==> config.mk <==
export PLATFORM = sky130hd
export DESIGN_NAME = infix_to_rpn_converter
export DESIGN_NICKNAME = d
export VERILOG_FILES = /design/src/rtl/i2r_pkg.sv /design/src/rtl/infix_to_rpn_converter.sv /design/src/rtl/i2r_stack.sv /design/src/rtl/i2r_pop_unit.sv /design/src/rtl/i2r_seq.sv
export SDC_FILE = /design/constraint.sdc
export NUM_CORES = 1
export LEC_CHECK = 0
export BUFFER_PORTS_ARGS = -buffer_cell sky130_fd_sc_hd__buf_2
export CORE_MARGIN = 1
export CORE_UTILIZATION = 50
export DETAILED_ROUTE_END_ITERATION = 12
export PLACE_DENSITY = 0.73
export SLEW_MARGIN = 10
export SYNTH_ARGS = -nofsm -noshare
export SYNTH_HDL_FRONTEND = slang
export SYNTH_HIERARCHICAL = 1
export SYNTH_SLANG_ARGS = --single-unit
==> constraint.sdc <==
create_clock -name clock -period 5.6 [get_ports clock]
set_input_delay 0.84 -clock clock [delete_from_list [all_inputs] [get_ports clock]]
set_output_delay 0.84 -clock clock [all_outputs]
set_load 0.005 [all_outputs]
==> src/rtl/i2r_pkg.sv <==
// Package for the infix to reverse Polish converter.
// Token codes, error codes, precedence table, sequencer states and shared structs.
// No dependencies; imported by every module of the block.
package i2r_pkg;

   localparam int STACK_DEPTH_DEF = 32;

   // stream widths
   localparam int REQ_TDATA_W = 88;
   localparam int REQ_TUSER_W = 4;
   localparam int RSP_TDATA_W = 88;
   localparam int RSP_TUSER_W = 5;

   // input actions
   localparam logic [3:0] ACT_NUMBER = 4'd0;
   localparam logic [3:0] ACT_VAR    = 4'd1;
   localparam logic [3:0] ACT_FUNC   = 4'd2;
   localparam logic [3:0] ACT_OP     = 4'd3;
   localparam logic [3:0] ACT_OPEN   = 4'd4;
   localparam logic [3:0] ACT_CLOSE  = 4'd5;
   localparam logic [3:0] ACT_COMMA  = 4'd6;
   localparam logic [3:0] ACT_END    = 4'd7;
   localparam logic [3:0] ACT_CUSTOM = 4'd8;

   localparam logic [2:0] OP_MAX = 3'd4;

   // RPN token codes; an open marker on the stack uses code zero
   localparam logic [3:0] RPN_CONST     = 4'd0;
   localparam logic [3:0] RPN_VAR       = 4'd1;
   localparam logic [3:0] RPN_CUSTOM    = 4'd2;
   localparam logic [3:0] RPN_ADD       = 4'd3;
   localparam logic [3:0] RPN_SUB       = 4'd4;
   localparam logic [3:0] RPN_MUL       = 4'd5;
   localparam logic [3:0] RPN_DIV       = 4'd6;
   localparam logic [3:0] RPN_POW       = 4'd7;
   localparam logic [3:0] RPN_FUNC_BASE = 4'd8;
   localparam logic [3:0] MARKER        = 4'd0;

   // error codes
   localparam logic [2:0] ERR_NONE     = 3'd0;
   localparam logic [2:0] ERR_OPERATOR = 3'd1;
   localparam logic [2:0] ERR_UNMATCH  = 3'd2;
   localparam logic [2:0] ERR_COMMA    = 3'd3;
   localparam logic [2:0] ERR_UNCLOSED = 3'd4;
   localparam logic [2:0] ERR_OVERFLOW = 3'd5;

   // precedence levels
   localparam logic [2:0] ADD_SUB   = 3'd2;
   localparam logic [2:0] MUL_DIV   = 3'd3;
   localparam logic [2:0] POW       = 3'd4;
   localparam logic [2:0] FUNC_PREC = 3'd6;

   typedef enum logic [2:0] {
      S_IDLE,
      S_START,
      S_PUSH2,
      S_DECIDE,
      S_TAIL,
      S_FUNC,
      S_FIN
   } seq_state_type;

   typedef struct packed {
      logic       we;
      logic [3:0] data;
   } stack_wr_type;

   typedef struct packed {
      logic       have;
      logic       is_op;
      logic [2:0] prec;
      logic [3:0] top;
   } pop_req_type;

   function automatic logic [2:0] prec_of(input logic [3:0] code);
      logic [2:0] p;
      case (code) inside
         RPN_ADD, RPN_SUB: p = ADD_SUB;
         RPN_MUL, RPN_DIV: p = MUL_DIV;
         RPN_POW:          p = POW;
         default:          p = FUNC_PREC;
      endcase
      return p;
   endfunction

   function automatic logic [3:0] rpn_of_op(input logic [2:0] op);
      return {1'b0, op} + RPN_ADD;
   endfunction

endpackage

==> src/rtl/infix_to_rpn_converter.sv <==
// Top level of the infix to reverse Polish converter.
// Instantiates i2r_seq, i2r_pop_unit and i2r_stack; depends on i2r_pkg.
//
// Usage:
//   req channel: one lexed token per word. req_tuser carries the action; the
//   other token fields sit in req_tdata. The block takes a word only when idle.
//   rsp channel: one word per emitted RPN token, or one empty word when a
//   token emits nothing. rsp_tlast marks the final word caused by a token;
//   an error shows on that final word, and the stack is then cleared.
//   Sequence: an operand, an open and an operator that is ignored or refused
//   give their word straight from the start state; a builtin function pushes
//   itself and then its marker. Other operators, closes, commas and end pop
//   stack entries one at a time; a close then drops its marker, and an error
//   or a released function follows the popped tokens as a final word. The next
//   word is taken once the last result word is loaded into the result register.
//   Reset: synchronous, active high; clears the stack level and sets the
//   block to expect an operand. Stack contents need no clearing.
//   Stall: the result register holds its word while rsp_tready is low, and
//   the sequencer waits before producing the next word.
module infix_to_rpn_converter #(
   parameter int STACK_DEPTH = i2r_pkg::STACK_DEPTH_DEF
) (
   input  logic                             clock,
   input  logic                             reset,
   input  logic                             req_tvalid,
   output logic                             req_tready,
   // [2:0] op_code, [5:3] func_code, [69:6] const_bits, [85:70] name_ref
   input  logic [i2r_pkg::REQ_TDATA_W-1:0]  req_tdata,
   // [3:0] action
   input  logic [i2r_pkg::REQ_TUSER_W-1:0]  req_tuser,
   output logic                             rsp_tvalid,
   input  logic                             rsp_tready,
   // [63:0] out_const, [79:64] out_ref, [82:80] error_code, [83] expecting_operand
   output logic [i2r_pkg::RSP_TDATA_W-1:0]  rsp_tdata,
   // [0] has_token, [4:1] rpn_code
   output logic [i2r_pkg::RSP_TUSER_W-1:0]  rsp_tuser,
   output logic                             rsp_tlast
);
   import i2r_pkg::*;

   localparam int AW = $clog2(STACK_DEPTH);

   stack_wr_type  stk_wr;
   pop_req_type   pop_req;
   logic          pop;
   logic [AW-1:0] wr_addr;
   logic [AW-1:0] rd_addr;
   logic [3:0]    rd_data;
   logic          out_has;
   logic [3:0]    out_code;
   logic [63:0]   out_const;
   logic [15:0]   out_ref;
   logic [2:0]    out_err;
   logic          out_exp;

   i2r_seq #(
      .DEPTH(STACK_DEPTH)
   ) u_seq (
      .clock      (clock),
      .reset      (reset),
      .req_tvalid (req_tvalid),
      .req_tready (req_tready),
      .in_action  (req_tuser[3:0]),
      .in_op      (req_tdata[2:0]),
      .in_func    (req_tdata[5:3]),
      .in_const   (req_tdata[69:6]),
      .in_ref     (req_tdata[85:70]),
      .rsp_tready (rsp_tready),
      .out_valid  (rsp_tvalid),
      .out_has    (out_has),
      .out_code   (out_code),
      .out_const  (out_const),
      .out_ref    (out_ref),
      .out_err    (out_err),
      .out_exp    (out_exp),
      .out_last   (rsp_tlast),
      .stk_wr     (stk_wr),
      .wr_addr    (wr_addr),
      .rd_addr    (rd_addr),
      .rd_data    (rd_data),
      .pop_req    (pop_req),
      .pop        (pop)
   );

   i2r_pop_unit u_pop (
      .req (pop_req),
      .pop (pop)
   );

   i2r_stack #(
      .DEPTH(STACK_DEPTH)
   ) u_stack (
      .clock   (clock),
      .wr      (stk_wr),
      .wr_addr (wr_addr),
      .rd_addr (rd_addr),
      .rd_data (rd_data)
   );

   assign rsp_tdata = {4'b0, out_exp, out_err, out_ref, out_const};
   assign rsp_tuser = {out_code, out_has};

endmodule

==> src/rtl/i2r_stack.sv <==
// Operator stack storage: one write port, one read port with registered data.
// Depends on i2r_pkg for the write struct.
module i2r_stack #(
   parameter int DEPTH = i2r_pkg::STACK_DEPTH_DEF
) (
   input  logic                     clock,
   input  i2r_pkg::stack_wr_type    wr,
   input  logic [$clog2(DEPTH)-1:0] wr_addr,
   input  logic [$clog2(DEPTH)-1:0] rd_addr,
   output logic [3:0]               rd_data
);
   import i2r_pkg::*;

   logic [3:0] mem [DEPTH];
   logic [3:0] rd_data_ff;

   always_ff @(posedge clock) begin
      if (wr.we) begin
         mem[wr_addr] <= wr.data;
      end
      rd_data_ff <= mem[rd_addr];
   end

   assign rd_data = rd_data_ff;

endmodule

==> src/rtl/i2r_pop_unit.sv <==
// Pop decision unit: compares the stack top against the pending operator or paren.
// Depends on i2r_pkg for the precedence table and request struct.
module i2r_pop_unit (
   input  i2r_pkg::pop_req_type req,
   output logic                 pop
);
   import i2r_pkg::*;

   logic not_marker;
   logic prec_ok;

   assign not_marker = req.have && (req.top != MARKER);
   assign prec_ok    = prec_of(req.top) >= req.prec;

   // parens, commas and end pop everything down to a marker
   assign pop = not_marker && (!req.is_op || prec_ok);

endmodule

==> src/rtl/i2r_seq.sv <==
// Sequencer: takes one token, walks the operator stack through the pop unit one
// entry a cycle unless output stalls; drives the result register. Uses i2r_pkg.
module i2r_seq #(
   parameter int DEPTH = i2r_pkg::STACK_DEPTH_DEF
) (
   input  logic                     clock,
   input  logic                     reset,
   input  logic                     req_tvalid,
   output logic                     req_tready,
   input  logic [3:0]               in_action,
   input  logic [2:0]               in_op,
   input  logic [2:0]               in_func,
   input  logic [63:0]              in_const,
   input  logic [15:0]              in_ref,
   input  logic                     rsp_tready,
   output logic                     out_valid,
   output logic                     out_has,
   output logic [3:0]               out_code,
   output logic [63:0]              out_const,
   output logic [15:0]              out_ref,
   output logic [2:0]               out_err,
   output logic                     out_exp,
   output logic                     out_last,
   output i2r_pkg::stack_wr_type    stk_wr,
   output logic [$clog2(DEPTH)-1:0] wr_addr,
   output logic [$clog2(DEPTH)-1:0] rd_addr,
   input  logic [3:0]               rd_data,
   output i2r_pkg::pop_req_type     pop_req,
   input  logic                     pop
);
   import i2r_pkg::*;

   localparam int LW = $clog2(DEPTH + 1);
   localparam int AW = $clog2(DEPTH);
   localparam logic [LW-1:0] DEPTH_L = LW'(DEPTH);
   localparam logic [LW:0]   DEPTH_X = (LW + 1)'(DEPTH);

   seq_state_type state_ff, state_in;
   logic [LW-1:0] level_ff, level_in;
   logic [LW-1:0] mcount_ff, mcount_in;
   logic          expect_ff, expect_in;
   logic          exp_fin_ff, exp_fin_in;
   logic          exp_new;
   logic [3:0]    act_ff, act_in;
   logic [2:0]    op_ff, op_in;
   logic [2:0]    fn_ff, fn_in;
   logic [63:0]   cst_ff, cst_in;
   logic [15:0]   ref_ff, ref_in;
   logic          pend_v_ff, pend_v_in;
   logic          pend_has_ff, pend_has_in;
   logic [3:0]    pend_code_ff, pend_code_in;
   logic [2:0]    pend_err_ff, pend_err_in;
   logic          rsp_v_ff, rsp_v_in;
   logic          o_has_ff, o_has_in;
   logic [3:0]    o_code_ff, o_code_in;
   logic [63:0]   o_const_ff, o_const_in;
   logic [15:0]   o_ref_ff, o_ref_in;
   logic [2:0]    o_err_ff, o_err_in;
   logic          o_exp_ff, o_exp_in;
   logic          o_last_ff, o_last_in;

   logic          out_free;
   logic          have_top;
   logic          pop_go;
   logic          func_full;
   logic          op_skip;
   logic [LW-1:0] rd_next;

   // end-of-item tail result
   logic          tail_v;
   logic          tail_has;
   logic [3:0]    tail_code;
   logic [2:0]    tail_err;
   logic          tail_clr;

   logic          em_go;
   logic          em_has;
   logic [3:0]    em_code;
   logic [63:0]   em_const;
   logic [15:0]   em_ref;
   logic [2:0]    em_err;
   logic          em_last;
   logic          fin_go;

   assign out_free  = !rsp_v_ff || rsp_tready;
   assign have_top  = level_ff != '0;
   assign pop_go    = pop && (!pend_v_ff || out_free);
   assign func_full = ({1'b0, level_ff} + (LW + 1)'(2)) > DEPTH_X;
   assign op_skip   = (op_ff > OP_MAX) || expect_ff;

   assign pop_req.have  = have_top;
   assign pop_req.is_op = act_ff == ACT_OP;
   assign pop_req.prec  = prec_of(rpn_of_op(op_ff));
   assign pop_req.top   = rd_data;

   // read the entry that will be on top next cycle
   assign rd_next = level_in - LW'(1);
   assign rd_addr = rd_next[AW-1:0];
   assign wr_addr = level_ff[AW-1:0];

   assign req_tready = state_ff == S_IDLE;

   // parser flag that this item leaves behind; known before any pop
   always_comb begin
      case (in_action)
         ACT_NUMBER, ACT_VAR, ACT_CUSTOM: exp_new = 1'b0;
         ACT_FUNC, ACT_OPEN, ACT_COMMA, ACT_END: exp_new = 1'b1;
         ACT_OP:    exp_new = (in_op > OP_MAX) ? expect_ff : 1'b1;
         ACT_CLOSE: exp_new = mcount_ff == '0;
         default:   exp_new = expect_ff;
      endcase
   end

   always_comb begin
      tail_v    = 1'b0;
      tail_has  = 1'b0;
      tail_code = RPN_CONST;
      tail_err  = ERR_NONE;
      tail_clr  = 1'b0;
      if (state_ff == S_FUNC) begin
         if (have_top && (rd_data >= RPN_FUNC_BASE)) begin
            tail_v    = 1'b1;
            tail_has  = 1'b1;
            tail_code = rd_data;
         end
      end else begin
         case (act_ff)
            ACT_OP: begin
               if (level_ff == DEPTH_L) begin
                  tail_v   = 1'b1;
                  tail_err = ERR_OVERFLOW;
                  tail_clr = 1'b1;
               end
            end
            ACT_CLOSE: begin
               if (!have_top) begin
                  tail_v   = 1'b1;
                  tail_err = ERR_UNMATCH;
                  tail_clr = 1'b1;
               end
            end
            ACT_COMMA: begin
               if (!have_top) begin
                  tail_v   = 1'b1;
                  tail_err = ERR_COMMA;
                  tail_clr = 1'b1;
               end
            end
            ACT_END: begin
               if (have_top) begin
                  tail_v   = 1'b1;
                  tail_err = ERR_UNCLOSED;
                  tail_clr = 1'b1;
               end
            end
            default: tail_v = 1'b0;
         endcase
      end
   end

   // next state
   always_comb begin
      state_in = state_ff;
      case (state_ff)
         S_IDLE: begin
            if (req_tvalid) state_in = S_START;
         end
         S_START: begin
            if (out_free) begin
               case (act_ff)
                  ACT_FUNC: state_in = func_full ? S_IDLE : S_PUSH2;
                  ACT_OP:   state_in = op_skip ? S_IDLE : S_DECIDE;
                  ACT_CLOSE, ACT_COMMA, ACT_END: state_in = S_DECIDE;
                  default:  state_in = S_IDLE;
               endcase
            end
         end
         S_PUSH2: begin
            if (out_free) state_in = S_IDLE;
         end
         S_DECIDE: begin
            if (!pop) state_in = S_TAIL;
         end
         S_TAIL: begin
            if ((act_ff == ACT_CLOSE) && have_top) begin
               state_in = S_FUNC;
            end else if (out_free) begin
               state_in = (pend_v_ff && tail_v) ? S_FIN : S_IDLE;
            end
         end
         S_FUNC: begin
            if (out_free) state_in = (pend_v_ff && tail_v) ? S_FIN : S_IDLE;
         end
         S_FIN: begin
            if (out_free) state_in = S_IDLE;
         end
         default: state_in = S_IDLE;
      endcase
   end

   // datapath and outputs
   always_comb begin
      level_in     = level_ff;
      mcount_in    = mcount_ff;
      expect_in    = expect_ff;
      exp_fin_in   = exp_fin_ff;
      act_in       = act_ff;
      op_in        = op_ff;
      fn_in        = fn_ff;
      cst_in       = cst_ff;
      ref_in       = ref_ff;
      pend_v_in    = pend_v_ff;
      pend_has_in  = pend_has_ff;
      pend_code_in = pend_code_ff;
      pend_err_in  = pend_err_ff;
      stk_wr.we    = 1'b0;
      stk_wr.data  = MARKER;
      em_go        = 1'b0;
      em_has       = 1'b0;
      em_code      = RPN_CONST;
      em_const     = '0;
      em_ref       = '0;
      em_err       = ERR_NONE;
      em_last      = 1'b1;
      fin_go       = 1'b0;

      case (state_ff)
         S_IDLE: begin
            if (req_tvalid) begin
               act_in     = in_action;
               op_in      = in_op;
               fn_in      = in_func;
               cst_in     = in_const;
               ref_in     = in_ref;
               exp_fin_in = exp_new;
            end
         end
         S_START: begin
            if (out_free) begin
               case (act_ff)
                  ACT_NUMBER: begin
                     em_go    = 1'b1;
                     em_has   = 1'b1;
                     em_code  = RPN_CONST;
                     em_const = cst_ff;
                  end
                  ACT_VAR: begin
                     em_go   = 1'b1;
                     em_has  = 1'b1;
                     em_code = RPN_VAR;
                     em_ref  = ref_ff;
                  end
                  ACT_CUSTOM: begin
                     em_go   = 1'b1;
                     em_has  = 1'b1;
                     em_code = RPN_CUSTOM;
                     em_ref  = ref_ff;
                  end
                  ACT_FUNC: begin
                     if (func_full) begin
                        em_go     = 1'b1;
                        em_err    = ERR_OVERFLOW;
                        level_in  = '0;
                        mcount_in = '0;
                     end else begin
                        stk_wr.we   = 1'b1;
                        stk_wr.data = RPN_FUNC_BASE + {1'b0, fn_ff};
                        level_in    = level_ff + LW'(1);
                     end
                  end
                  ACT_OP: begin
                     if (op_ff > OP_MAX) begin
                        em_go = 1'b1;
                     end else if (expect_ff) begin
                        em_go     = 1'b1;
                        em_err    = ERR_OPERATOR;
                        level_in  = '0;
                        mcount_in = '0;
                     end
                  end
                  ACT_OPEN: begin
                     em_go = 1'b1;
                     if (level_ff == DEPTH_L) begin
                        em_err    = ERR_OVERFLOW;
                        level_in  = '0;
                        mcount_in = '0;
                     end else begin
                        stk_wr.we   = 1'b1;
                        stk_wr.data = MARKER;
                        level_in    = level_ff + LW'(1);
                        mcount_in   = mcount_ff + LW'(1);
                     end
                  end
                  ACT_CLOSE, ACT_COMMA, ACT_END: em_go = 1'b0;
                  default: em_go = 1'b1;
               endcase
            end
         end
         S_PUSH2: begin
            if (out_free) begin
               em_go       = 1'b1;
               stk_wr.we   = 1'b1;
               stk_wr.data = MARKER;
               level_in    = level_ff + LW'(1);
               mcount_in   = mcount_ff + LW'(1);
            end
         end
         S_DECIDE: begin
            if (pop_go) begin
               // hold the popped token until we know whether more follow
               if (pend_v_ff) begin
                  em_go   = 1'b1;
                  em_has  = pend_has_ff;
                  em_code = pend_code_ff;
                  em_err  = pend_err_ff;
                  em_last = 1'b0;
               end
               pend_v_in    = 1'b1;
               pend_has_in  = 1'b1;
               pend_code_in = rd_data;
               pend_err_in  = ERR_NONE;
               level_in     = level_ff - LW'(1);
            end
         end
         S_TAIL: begin
            if ((act_ff == ACT_CLOSE) && have_top) begin
               // drop the marker, then look beneath it for a function
               level_in  = level_ff - LW'(1);
               mcount_in = mcount_ff - LW'(1);
            end else if (out_free) begin
               fin_go = 1'b1;
               if ((act_ff == ACT_OP) && !tail_v) begin
                  stk_wr.we   = 1'b1;
                  stk_wr.data = rpn_of_op(op_ff);
                  level_in    = level_ff + LW'(1);
               end
            end
         end
         S_FUNC: begin
            if (out_free) begin
               fin_go = 1'b1;
               if (tail_v) level_in = level_ff - LW'(1);
            end
         end
         S_FIN: begin
            if (out_free) begin
               em_go     = 1'b1;
               em_has    = pend_has_ff;
               em_code   = pend_code_ff;
               em_err    = pend_err_ff;
               pend_v_in = 1'b0;
            end
         end
         default: em_go = 1'b0;
      endcase

      if (fin_go) begin
         em_go = 1'b1;
         if (tail_clr) begin
            level_in  = '0;
            mcount_in = '0;
         end
         if (pend_v_ff) begin
            em_has  = pend_has_ff;
            em_code = pend_code_ff;
            em_err  = pend_err_ff;
            em_last = !tail_v;
            if (tail_v) begin
               pend_has_in  = tail_has;
               pend_code_in = tail_code;
               pend_err_in  = tail_err;
            end else begin
               pend_v_in = 1'b0;
            end
         end else if (tail_v) begin
            em_has  = tail_has;
            em_code = tail_code;
            em_err  = tail_err;
         end
      end

      // result register: drop a taken word, load a new one
      rsp_v_in   = rsp_v_ff && !rsp_tready;
      o_has_in   = o_has_ff;
      o_code_in  = o_code_ff;
      o_const_in = o_const_ff;
      o_ref_in   = o_ref_ff;
      o_err_in   = o_err_ff;
      o_exp_in   = o_exp_ff;
      o_last_in  = o_last_ff;
      if (em_go) begin
         rsp_v_in   = 1'b1;
         o_has_in   = em_has;
         o_code_in  = em_code;
         o_const_in = em_const;
         o_ref_in   = em_ref;
         o_err_in   = em_err;
         o_exp_in   = exp_fin_ff;
         o_last_in  = em_last;
         expect_in  = exp_fin_ff;
      end
   end

   always_ff @(posedge clock) begin
      if (reset) begin
         state_ff  <= S_IDLE;
         level_ff  <= '0;
         mcount_ff <= '0;
         expect_ff <= 1'b1;
         pend_v_ff <= 1'b0;
         rsp_v_ff  <= 1'b0;
      end else begin
         state_ff  <= state_in;
         level_ff  <= level_in;
         mcount_ff <= mcount_in;
         expect_ff <= expect_in;
         pend_v_ff <= pend_v_in;
         rsp_v_ff  <= rsp_v_in;
      end
   end

   always_ff @(posedge clock) begin
      exp_fin_ff   <= exp_fin_in;
      act_ff       <= act_in;
      op_ff        <= op_in;
      fn_ff        <= fn_in;
      cst_ff       <= cst_in;
      ref_ff       <= ref_in;
      pend_has_ff  <= pend_has_in;
      pend_code_ff <= pend_code_in;
      pend_err_ff  <= pend_err_in;
      o_has_ff     <= o_has_in;
      o_code_ff    <= o_code_in;
      o_const_ff   <= o_const_in;
      o_ref_ff     <= o_ref_in;
      o_err_ff     <= o_err_in;
      o_exp_ff     <= o_exp_in;
      o_last_ff    <= o_last_in;
   end

   assign out_valid = rsp_v_ff;
   assign out_has   = o_has_ff;
   assign out_code  = o_code_ff;
   assign out_const = o_const_ff;
   assign out_ref   = o_ref_ff;
   assign out_err   = o_err_ff;
   assign out_exp   = o_exp_ff;
   assign out_last  = o_last_ff;

endmodule

# Word level (Yosys, flattened, before mapping)
# Memory sizes are Yosys's and may differ from the RTL's. A register that Yosys moved wholly into a read port is not among the register bits.
# Cells that the tools add are included.
# W data, S select, Z words.
[word_totals]
reg_bits = 207
ram_bits = 128
in_bits = 96
output_inout_bits = 96
wordCells = 253
memories = 1
[op_classes]
n_addsub = 8
order_cmp = 5
n_eq_ne = 37
mux = 142
n_reduce_logical = 38
[memory_table]
columns = ["memory", "depth", "word_bits", "rd", "rd_clocked_by_memory_dff", "write_ports", "line", "source"]
rows = [
  ["u_stack.mem", 32, 4, 1, 1, 1, "i2r_stack.sv:14", "logic [3:0] mem [DEPTH];"],
]
[ops]
columns = ["cell", "n"]
rows = [
  ["$mux W6", 23],
  ["$mux W3", 28],
  ["$eq A4 B3 Y1 const B", 16],
  ["$mux W4", 14],
  ["$pmux W6 S3", 3],
  ["$mux W1", 44],
  ["$mux W5", 7],
  ["$pmux W6 S5", 1],
  ["$pmux W3 S3", 3],
  ["$eq A4 B2 Y1 const B", 6],
  ["$pmux W3 S6", 1],
  ["$pmux W5 S3", 1],
  ["$reduce_or A2 Y1", 7],
  ["$add A6 B1 Y6 const B", 2],
  ["$mux W2", 6],
  ["$pmux W1 S3", 4],
  ["$pmux W3 S4", 1],
  ["$pmux W4 S3", 1],
  ["$sub A6 B1 Y6 const B", 2],
  ["$pmux W5 S2", 1],
  ["$eq A3 B3 Y1 const B", 3],
  ["$reduce_or A3 Y1", 3],
  ["$eq A4 B1 Y1 const B", 2],
  ["$eq A4 B4 Y1 const B", 2],
  ["other kinds (28)", 49],
]

# Longest topological paths before layout
# Gate-level depths: netlist of the first run.
[depth]
ltp_word = 14
depth_mapped = 22
mapped_depth_nobuf = 21

# By module
# Netlist of the first run, hierarchy kept.
[modules_own_cells]
columns = ["module", "n_inst", "cells_per_inst", "area_per_inst_um2", "seq_area_each_um2"]
rows = [
  ["i2r_seq", 1, 766, 9392.8, 5955.7],
  ["i2r_stack", 1, 231, 5138.7, 3923.8],
  ["i2r_pop_unit", 1, 18, 131.4, 0.0],
  ["infix_to_rpn_converter", 1, 7, 48.8, 0.0],
]

# Worst setup path after synthesis of the first run
# OpenSTA, ideal clock, no wires.
[synth_timing]
path_kind = "register to register"
start = "register u_seq.op_ff[0]"
end = "register u_stack.rd_data_ff[0], in the netlist u_stack/rd_data[0], read port of u_stack.mem"
setup_ns = 0.121
t_arrival_ns = 5.274
t_required_ns = 5.479
slack_ns = 0.206
stages_incl_launch_ff = 23
n_path_buf = 1
period_less_slack_ns = 5.394
path_cell_list = "edfxtp_1 inv_1 ha_1 inv_1 ha_1 nand3b_1 o211ai_1 nand4_1 inv_1 ha_1 o211ai_1 a21oi_1 a21boi_0 and3_1 a211oi_1 a21o_1 a311o_1 ha_1 xnor2_1 buf_1 mux4_2 mux4_2 mux2_2"
[synth_rtl]
columns = ["element", "line", "source"]
rows = [
  ["from (decl)", "i2r_seq.sv:45", "logic [2:0] op_ff, op_in;"],
  ["from (signal assigned)", "i2r_seq.sv:425", "op_ff <= op_in;"],
  ["to (decl)", "i2r_stack.sv:15", "logic [3:0] rd_data_ff;"],
]

==> summary.md, run 1 <==
| Metric | Value |
|---|---|
| Status | `finished, final reports clean` |
| Crit-path max cell delay | `0.52 ns` |
| CP startpoint kind | `flop` |
| Critical Path End Type | `flop` |
| Site Rows | `62` |
| GRT overflow | `0` |
| Critical Path RT | `6.00 ns` |
| Post-synth EDFFs | `between 300 and 400` |
| Drt first-iter violations | `734` |
| Simple-Gate Fraction of Synth Area | `0.124` |
| Vias | `9,245` |
| Adder-cell share of the synthesized area | `0.0153` |
| Sequential share of the synthesized area | `0.672` |
| Max-cap violations | `0` |
| Routed length per placed instance | `20.1 um` |
| CTS sink cnt | `339` |
| Initial Utilization | `0.510` |
| Crit path time final | `~5.4 ns` |
| XOR/XNOR Fraction of Synth Area | `0.0119` |
| Fmax | `0.187 GHz` |
| First-pass GRT wire length | `50,200 um` |
| Synth Instances | `1,022` |
| Slew Limit Fails | `0` |
| Hold Crit Class | `reg -> reg` |
| Tot GR Track Use | `0.216` |
| Mapped Area | `14,700 um2` |
| Proportion of synthesized area in mux cells | `0.0695` |
| Setup-failing EPs final | `0` |
| Core area | `28,900 um2` |
| Ratio of final minimum period to clock period | `0.956` |
| Vias in the first global route | `8,924` |
| Post-route insts no fill | `roughly 1,600` |
| Routability-driven placement congestion ratio | `0.993` |
| Clock transition at path regs | `~0.060 ns` |
| DP Cell Count | `1,556` |
| Actual slew at the worst max-slew pin | `1.12 ns` |
| CP Cell Sequence | `inv_1 -> ha_1 -> inv_1 -> ha_1 -> nand3b_1 -> o211ai_1 -> inv_1 -> ha_1 -> a211oi_1 -> a21oi_1 -> buf_4 -> o211ai_1 -> o311ai_1 -> o221ai_1 -> a31oi_1 -> a311o_1 -> ha_1 -> xnor2_4 -> buf_12 -> mux4_2 -> mux4_2 -> mux2_2` |
| H-tree depth | `2` |
| Initial antenna violation count | `5` |
| Design Area, Final | `about 17,000 um2` |
| Leak | `6.08 nW` |
| CTS Buf Count | `36` |
| Pin count of the biggest net entering global routing | `91` |
| Syn Area/Cell | `14.4 um2` |
| Die ar. | `between 30,000 and 40,000 um2` |
| Pwr Density | `385 nW/um2` |
| RR Startpoint | `u_seq/op_ff[1]` |
| Worst VDD drop | `0.294 mV` |
| Crit-path max FO | `16` |
| Fill cells | `2,243` |
| Commonest non-fill, non-tap cell in the layout | `edfxtp_1` |
| Post-DP HPWL | `21,900 um` |
| Relative slew slack | `0.252` |
| Yosys cell types | `between 70 and 80` |
| Top post-synthesis cells by area | `edfxtp_1 63%, mux4_2 6.1%, dfxtp_1 4.1%` |
| Area growth from synthesis to layout | `17.2%` |
| CTS Buffer Depth | `3` |
| Largest family of logic cells by synthesized area | `simple AND/OR/NAND/NOR gates` |
| Boundary Pins | `~190` |
| Yosys top cell area share | `0.631` |
| Routed wire length | `~33,000 um` |
| Final Hold Fails | `0` |
| Hold wc startpoint | `u_seq/exp_fin_ff` |
| #FFs+latches synth | `339` |
| Post-synthesis compound-gate area fraction | `0.0772` |
| Post-DRT Antenna Nets | `0` |
| Synth Flop Type | `edfxtp_1` |
| Leading area contributor after synthesis | `edfxtp_1` |
| CP startpoint | `u_seq/op_ff[1]` |
| Post-synth ARST share | `0` |
| Post-layout util | `0.598` |
| Setup CP Type | `reg -> reg` |
| Share of cells above drive strength 1 | `0.279` |
| Fin Clk Skew | `0.0149 ns` |
| CP max-delay cell | `mux4_2` |
| Clock root buffer | `clkbuf_16` |
| Most frequent cells in the layout | `309 x edfxtp_1, 185 x buf_2, 94 x nor2_1` |
| Yosys warning total | `6` |
| DRT Pass-1 Iters | `5` |
| Pwr Total | `0.00665 W` |
| Critical Path AT | `5.76 ns` |
| CTS tree | `yes` |
| Clk_lat worst skew | `0.51 ns` |
| Nets | `1,326` |
| # port buffers | `roughly 190` |
| DP Area | `between 15,000 and 20,000 um2` |
| Via/cell ratio | `5.68` |
| Die Span X | `about 170 um` |
| Die span in y | `174 um` |
| Drc violations | `0` |
| Most frequent cell on the critical path | `ha_1` |
==> timing repair <==
item                       CTS  global route
resized for setup            0             4
hold buffers                 0             0
setup endpoints to repair    0             4
setup buffers                0             1
==> path summary, 6_finish.rpt <==
path                                      endpoint  slack [ns]  cells after the start
worst max-delay path            u_stack/rd_data[0]        0.25                     22
worst min-delay path                 u_seq/out_exp        0.45                      0
worst max register to register  u_stack/rd_data[0]        0.25                     22
worst min register to register       u_seq/out_exp        0.45                      0
==> flip-flops by register name, summed over array words and instances (netlist names), 4 cells and up <==
name	flops
u_seq/act_ff	4
u_seq/ref_ff	16
u_seq/cst_ff	64
u_seq/out_ref	16
u_seq/pend_code_ff	4
u_stack/rd_data	4
u_seq/level_ff	6
u_stack/mem	128
u_seq/mcount_ff	6
u_seq/out_const	64
u_seq/out_code	4
==> per-layer routing <==
layer	share of wire	GRT usage	vias up	wire length [um]
li1	-	-	4242	-
met1	0.41	0.288	4523	13300
met2	0.49	0.353	403	16100
met3	0.068	0.0373	77	2220
met4	0.034	0.0889	0	1110
met5	0	0	-	0
==> Yosys cell counts (all sizes together), types with 5 or more instances <==
cell type  count
edfxtp       309
o31ai          6
nand2b         6
a21o           5
nor3          18
ha            18
o21ai         37
inv           22
buf           34
and2          69
xnor2         10
a21oi         32
or3            7
mux4          40
mux2           7
dfxtp         30
nor2          95
nand3         21
xor2          10
nor3b          7
nand4          6
a31oi         11
o211ai         9
clkbuf        33
nand3b         8
nand2         59
a211oi         7
and3           8
nor2b         26
o22ai          6
a22o           5
==> critical path: cells and delay by family (launching register included) <==
family	cells	cell delay [ns]
AOI/OAI and AO/OA	8	1.53
adders and majority gates	4	1.12
muxes	3	1.14
and+or+nand+nor	1	0.11
xor gates and xnor gates	1	0.27
DFF	1	0.44
buffers and inverters	5	0.65
==> report_power, final <==
group / internal (W) / leakage (nW) / switching [W]
clock network: 0.00132 / 0.538 / 0.000928
logic: 0.000652 / 2.46 / 0.000727
registers: 0.00293 / 3.08 / 0.0000901
==> kinds of logic (layout without fill, tap and decap cells) <==
family          count (synthesis)  count (layout)
simple gates                  346             346
flops                         339             339
compound gates                159             159
buf+inv                        89             303
mux                            50              50
xor+xnor                       20              20
fa+ha+maj                      18              18
other cells                     1               9
==> layout make-up <==
cell class	instances	area (um2)	share of cell area
multi-input cells	597	4460	0.259
diodes	5	12.5	0.000726
inverters	22	83.8	0.00486
clock inverters	18	161	0.00936
flip-flops and latches	339	9880	0.573
clock buffers	47	963	0.0559
well taps	384	480	0.0279
repair buffers	216	1200	0.0697
==> through the flow <==
stage | hold WS, ns | TNS [ns] | worst slack (ns)
final | 0.447 | 0 | 0.249
after global routing | 0.454 | -0.0188 | -0.0173
after global placement | 0.435 | 0 | 0.377
after detailed placement | 0.429 | 0 | 0.217
after CTS | 0.446 | 0 | 0.199
after floorplan | 0.418 | 0 | 0.206
Note: power is estimated with default switching activity, not from simulation.
==> run 2, diff against run 1 <==
--- a/config.mk
+++ b/config.mk
@@ -6,8 +6,10 @@
 export NUM_CORES = 1
 export LEC_CHECK = 0
 export BUFFER_PORTS_ARGS = -buffer_cell sky130_fd_sc_hd__buf_2
+export CORE_ASPECT_RATIO = 1.75
 export CORE_MARGIN = 1
 export CORE_UTILIZATION = 50
+export CTS_BUF_LIST = sky130_fd_sc_hd__clkbuf_16
 export DETAILED_ROUTE_END_ITERATION = 12
 export PLACE_DENSITY = 0.73
 export SLEW_MARGIN = 10
@@ -15,3 +17,4 @@
 export SYNTH_HDL_FRONTEND = slang
 export SYNTH_HIERARCHICAL = 1
 export SYNTH_SLANG_ARGS = --single-unit
+export TNS_END_PERCENT = 1
==> run 2 against run 1 <==
Compared with the run above:
- via count grew 0.17%
- global-route usage grew 1.3 points
- critical path depth is the same
- register-to-register slack gained 0.05 ns
- wire length grew 4.0%
- worst hold slack lost 0.0075 ns
- clock power shrank 13%
==> summary.md, run 2 (synthesized netlist as in run 1, its figures left out) <==
| Metric | Value |
|---|---|
| Seq. cell area | `9880 um2 (unchanged)` |
| WHS Path Cells | `1 (+1)` |
| CTS tree | `yes` |
| Post-CTS Repair Setup Buffers | `0 (unchanged)` |
| Nets | `1,325 (-0.075%)` |
| Setup-failing EPs final | `0 (unchanged)` |
| CP startpoint kind | `flop` |
| Critical Path End Type | `flop` |
| CP startpoint | `u_seq/op_ff[0]` |
| Die Span X | `132 um (-24%)` |
| Clock share of power | `0.309 (-0.029)` |
| Vias in the first global route | `9,345 (+4.7%)` |
| Setup_tns | `0 ns (unchanged)` |
| Post-DP HPWL | `24,200 um (+10%)` |
| Fin Clk Skew | `0.0125 ns (-0.00240 ns)` |
| Drt first-iter violations | `588 (-20%)` |
| CTS resizes | `0 (unchanged)` |
| Via/cell ratio | `5.73 (+0.92%)` |
| Tot GR Track Use | `0.229 (+0.0133)` |
| # port buffers | `185 (unchanged)` |
| Int Pwr | `0.00460 W (-6.1%)` |
| RSZ-0062 raised after global routing | `no` |
| Routed wire length | `34,000 um (+4.0%)` |
| Clk_lat worst skew | `0.57 ns (+0.06 ns)` |
| R2R setup slack | `0.30 ns (+0.05 ns)` |
| Clock root buffer | `clkbuf_16` |
| Critical Path RT | `6.06 ns (+0.06 ns)` |
| First-pass GRT wire length | `52,900 um (+5.4%)` |
| Clock transition at path regs | `0.07 ns (about the same)` |
| Actual slew at the worst max-slew pin | `1.08 ns (-0.0333 ns)` |
| Most flop-heavy register | `u_stack/mem` |
| CTS sink cnt | `339 (unchanged)` |
| DRT Pass-1 Iters | `9 (+4)` |
| Final Hold Fails | `0 (unchanged)` |
| Flop pwr share | `0.478 (+0.024)` |
| Initial Utilization | `0.510 (about the same)` |
| Post-route insts no fill | `1,616 (-0.74%)` |
| Routability-driven placement congestion ratio | `0.974 (-1.9%)` |
| Hold_buf cts | `0 (unchanged)` |
| H-tree depth | `1 (-1)` |
| NetSw | `0.00170 W (-2.5%)` |
| Fin Hold WS | `0.440 ns (-0.00749 ns)` |
| Largest register FFs | `128 (unchanged)` |
| Crit path capture | `u_stack/rd_data[1]` |
| Commonest non-fill, non-tap cell in the layout | `edfxtp_1` |
| Die span in y | `229 um (+32%)` |
| Fmax | `0.189 GHz (+0.94%)` |
| Switching Fraction | `0.270 (+0.00736)` |
| Worst r2r path cells | `22 (unchanged)` |
| Vias | `9,261 (+0.17%)` |
| Multi-input logic area | `4440 um2 (-0.62%)` |
| Share of cells above drive strength 1 | `0.279 (-0.000489)` |
| Status | `finished, final reports clean` |
| Critical Path AT | `5.76 ns (about the same)` |
| Pin count of the biggest net entering global routing | `65 (-29%)` |
| Setup CP Type | `reg -> reg` |
| Area growth from synthesis to layout | `15.8%` |
| Boundary Pins | `192 (unchanged)` |
| Fill cells | `2,242 (-0.045%)` |
| Pwr Total | `0.00630 W (-5.2%)` |
| Worst Setup Slack, final | `0.299 ns (+0.0501 ns)` |
| Drc violations | `0 (unchanged)` |
| GRT overflow | `0 (unchanged)` |
| RR Startpoint | `u_seq/op_ff[0]` |
| Relative slew slack | `0.274 (+0.0223)` |
| CTS Buffer Depth | `3 (unchanged)` |
| Worst VDD drop | `0.270 mV (-8.0%)` |
| DP Cell Count | `1,558 (+0.13%)` |
| CTS Buf Count | `29 (-19%)` |
| Crit-path max FO | `32 (+16)` |
| Site Rows | `82 (+32%)` |
| Gate power share | `0.213 (+0.005)` |
| Most frequent cells in the layout | `309 x edfxtp_1, 185 x buf_2, 94 x nor2_1` |
| R2r endpoint | `u_stack/rd_data[1]` |
| Ratio of final minimum period to clock period | `0.947 (-0.00894)` |
| Crit path time final | `5.30 ns (-0.0501 ns)` |
| Pwr Density | `370 nW/um2 (-4.0%)` |
| Post-DRT Antenna Nets | `0 (unchanged)` |
| Routed length per placed instance | `21.1 um (+4.8%)` |
| Core area | `28,800 um2 (about the same)` |
| Leak | `6.03 nW (-0.92%)` |
| Max-cap violations | `0 (unchanged)` |
| Hold Crit Class | `in -> reg` |
| Initial antenna violation count | `4 (-1)` |
| Die ar. | `30,100 um2 (about the same)` |
| Pre-CTS setup slack | `0.341 ns (+0.123 ns)` |
| Slew Limit Fails | `0 (unchanged)` |
-- run 2: changes by cell type in the layout (fill, tap and decap cells not counted), moves of 2 or more --
| cell | delta |
|---|---|
| clkbuf_16 | -9 |
| clkinv_4 | +2 |
| inv_6 | -3 |
| inv_1 | +6 |
| buf_4 | +7 |
| clkbuf_1 | -10 |
-- run 2: routing by layer --
| layer | part of all wire | track usage | vias up |
|---|---|---|---|
| met4 | 0.059 | 0.137 | 0 |
| met2 | 0.54 | 0.426 | 430 |
| met5 | 0 | 0 | - |
| li1 | - | - | 4228 |
| met3 | 0.067 | 0.0353 | 129 |
| met1 | 0.33 | 0.241 | 4474 |
-- run 2: stage by stage --
stage,instance area (um2),utilization
global route,17000,0.591
detailed placement,16100,0.558
finish,17000,0.591
floorplan,14700,-
CTS,17000,0.591
global placement,16100,0.558
-- run 2: critical path, stage by stage (launching register included) --
cell and delay, ns:
edfxtp_1 0.46, inv_1 0.14, ha_1 0.15, inv_1 0.04
ha_1 0.32, nand3b_1 0.10, o211ai_1 0.10, nand4_1 0.13
inv_1 0.05, ha_1 0.26, o211ai_1 0.09, a21oi_1 0.36
a21boi_0 0.28, and3_1 0.22, a211oi_1 0.06, a21o_1 0.17
a311o_1 0.34, ha_1 0.25, xnor2_2 0.22, buf_12 0.24
mux4_2 0.37, mux4_2 0.53, mux2_2 0.29
-- run 2: layout make-up --
type	count	area share
Inverter	22	0.00492
Clock buffer	29	0.0426
Sequential cell	339	0.580
Timing Repair Buffer	222	0.0721
Tap cell	378	0.0278
Clock inverter	25	0.0120
Antenna cell	4	0.000587
Multi-Input combinational cell	597	0.260
-- run 2: worst min-delay path by stage --
stage,start,end,slack (ns)
after global placement,u_seq/pend_err_ff[1],u_seq/pend_err_ff[1],0.44
after global routing,req_tdata[25],u_seq/cst_ff[19],0.42
final,req_tdata[25],u_seq/cst_ff[19],0.44
after floorplan,u_seq/exp_fin_ff,u_seq/out_exp,0.42
after detailed placement,u_seq/pend_err_ff[1],u_seq/pend_err_ff[1],0.45
after CTS,req_tdata[27],u_seq/cst_ff[21],0.42
-- run 2: power groups by stage --
stage                     registers, W  logic (W)  clock network [W]
after floorplan                0.00305   0.000979                  0
after global placement         0.00306    0.00132                  0
after detailed placement       0.00307    0.00134                  0
after global routing           0.00303    0.00144            0.00208
after CTS                      0.00301    0.00135            0.00198
final                          0.00301    0.00134            0.00195
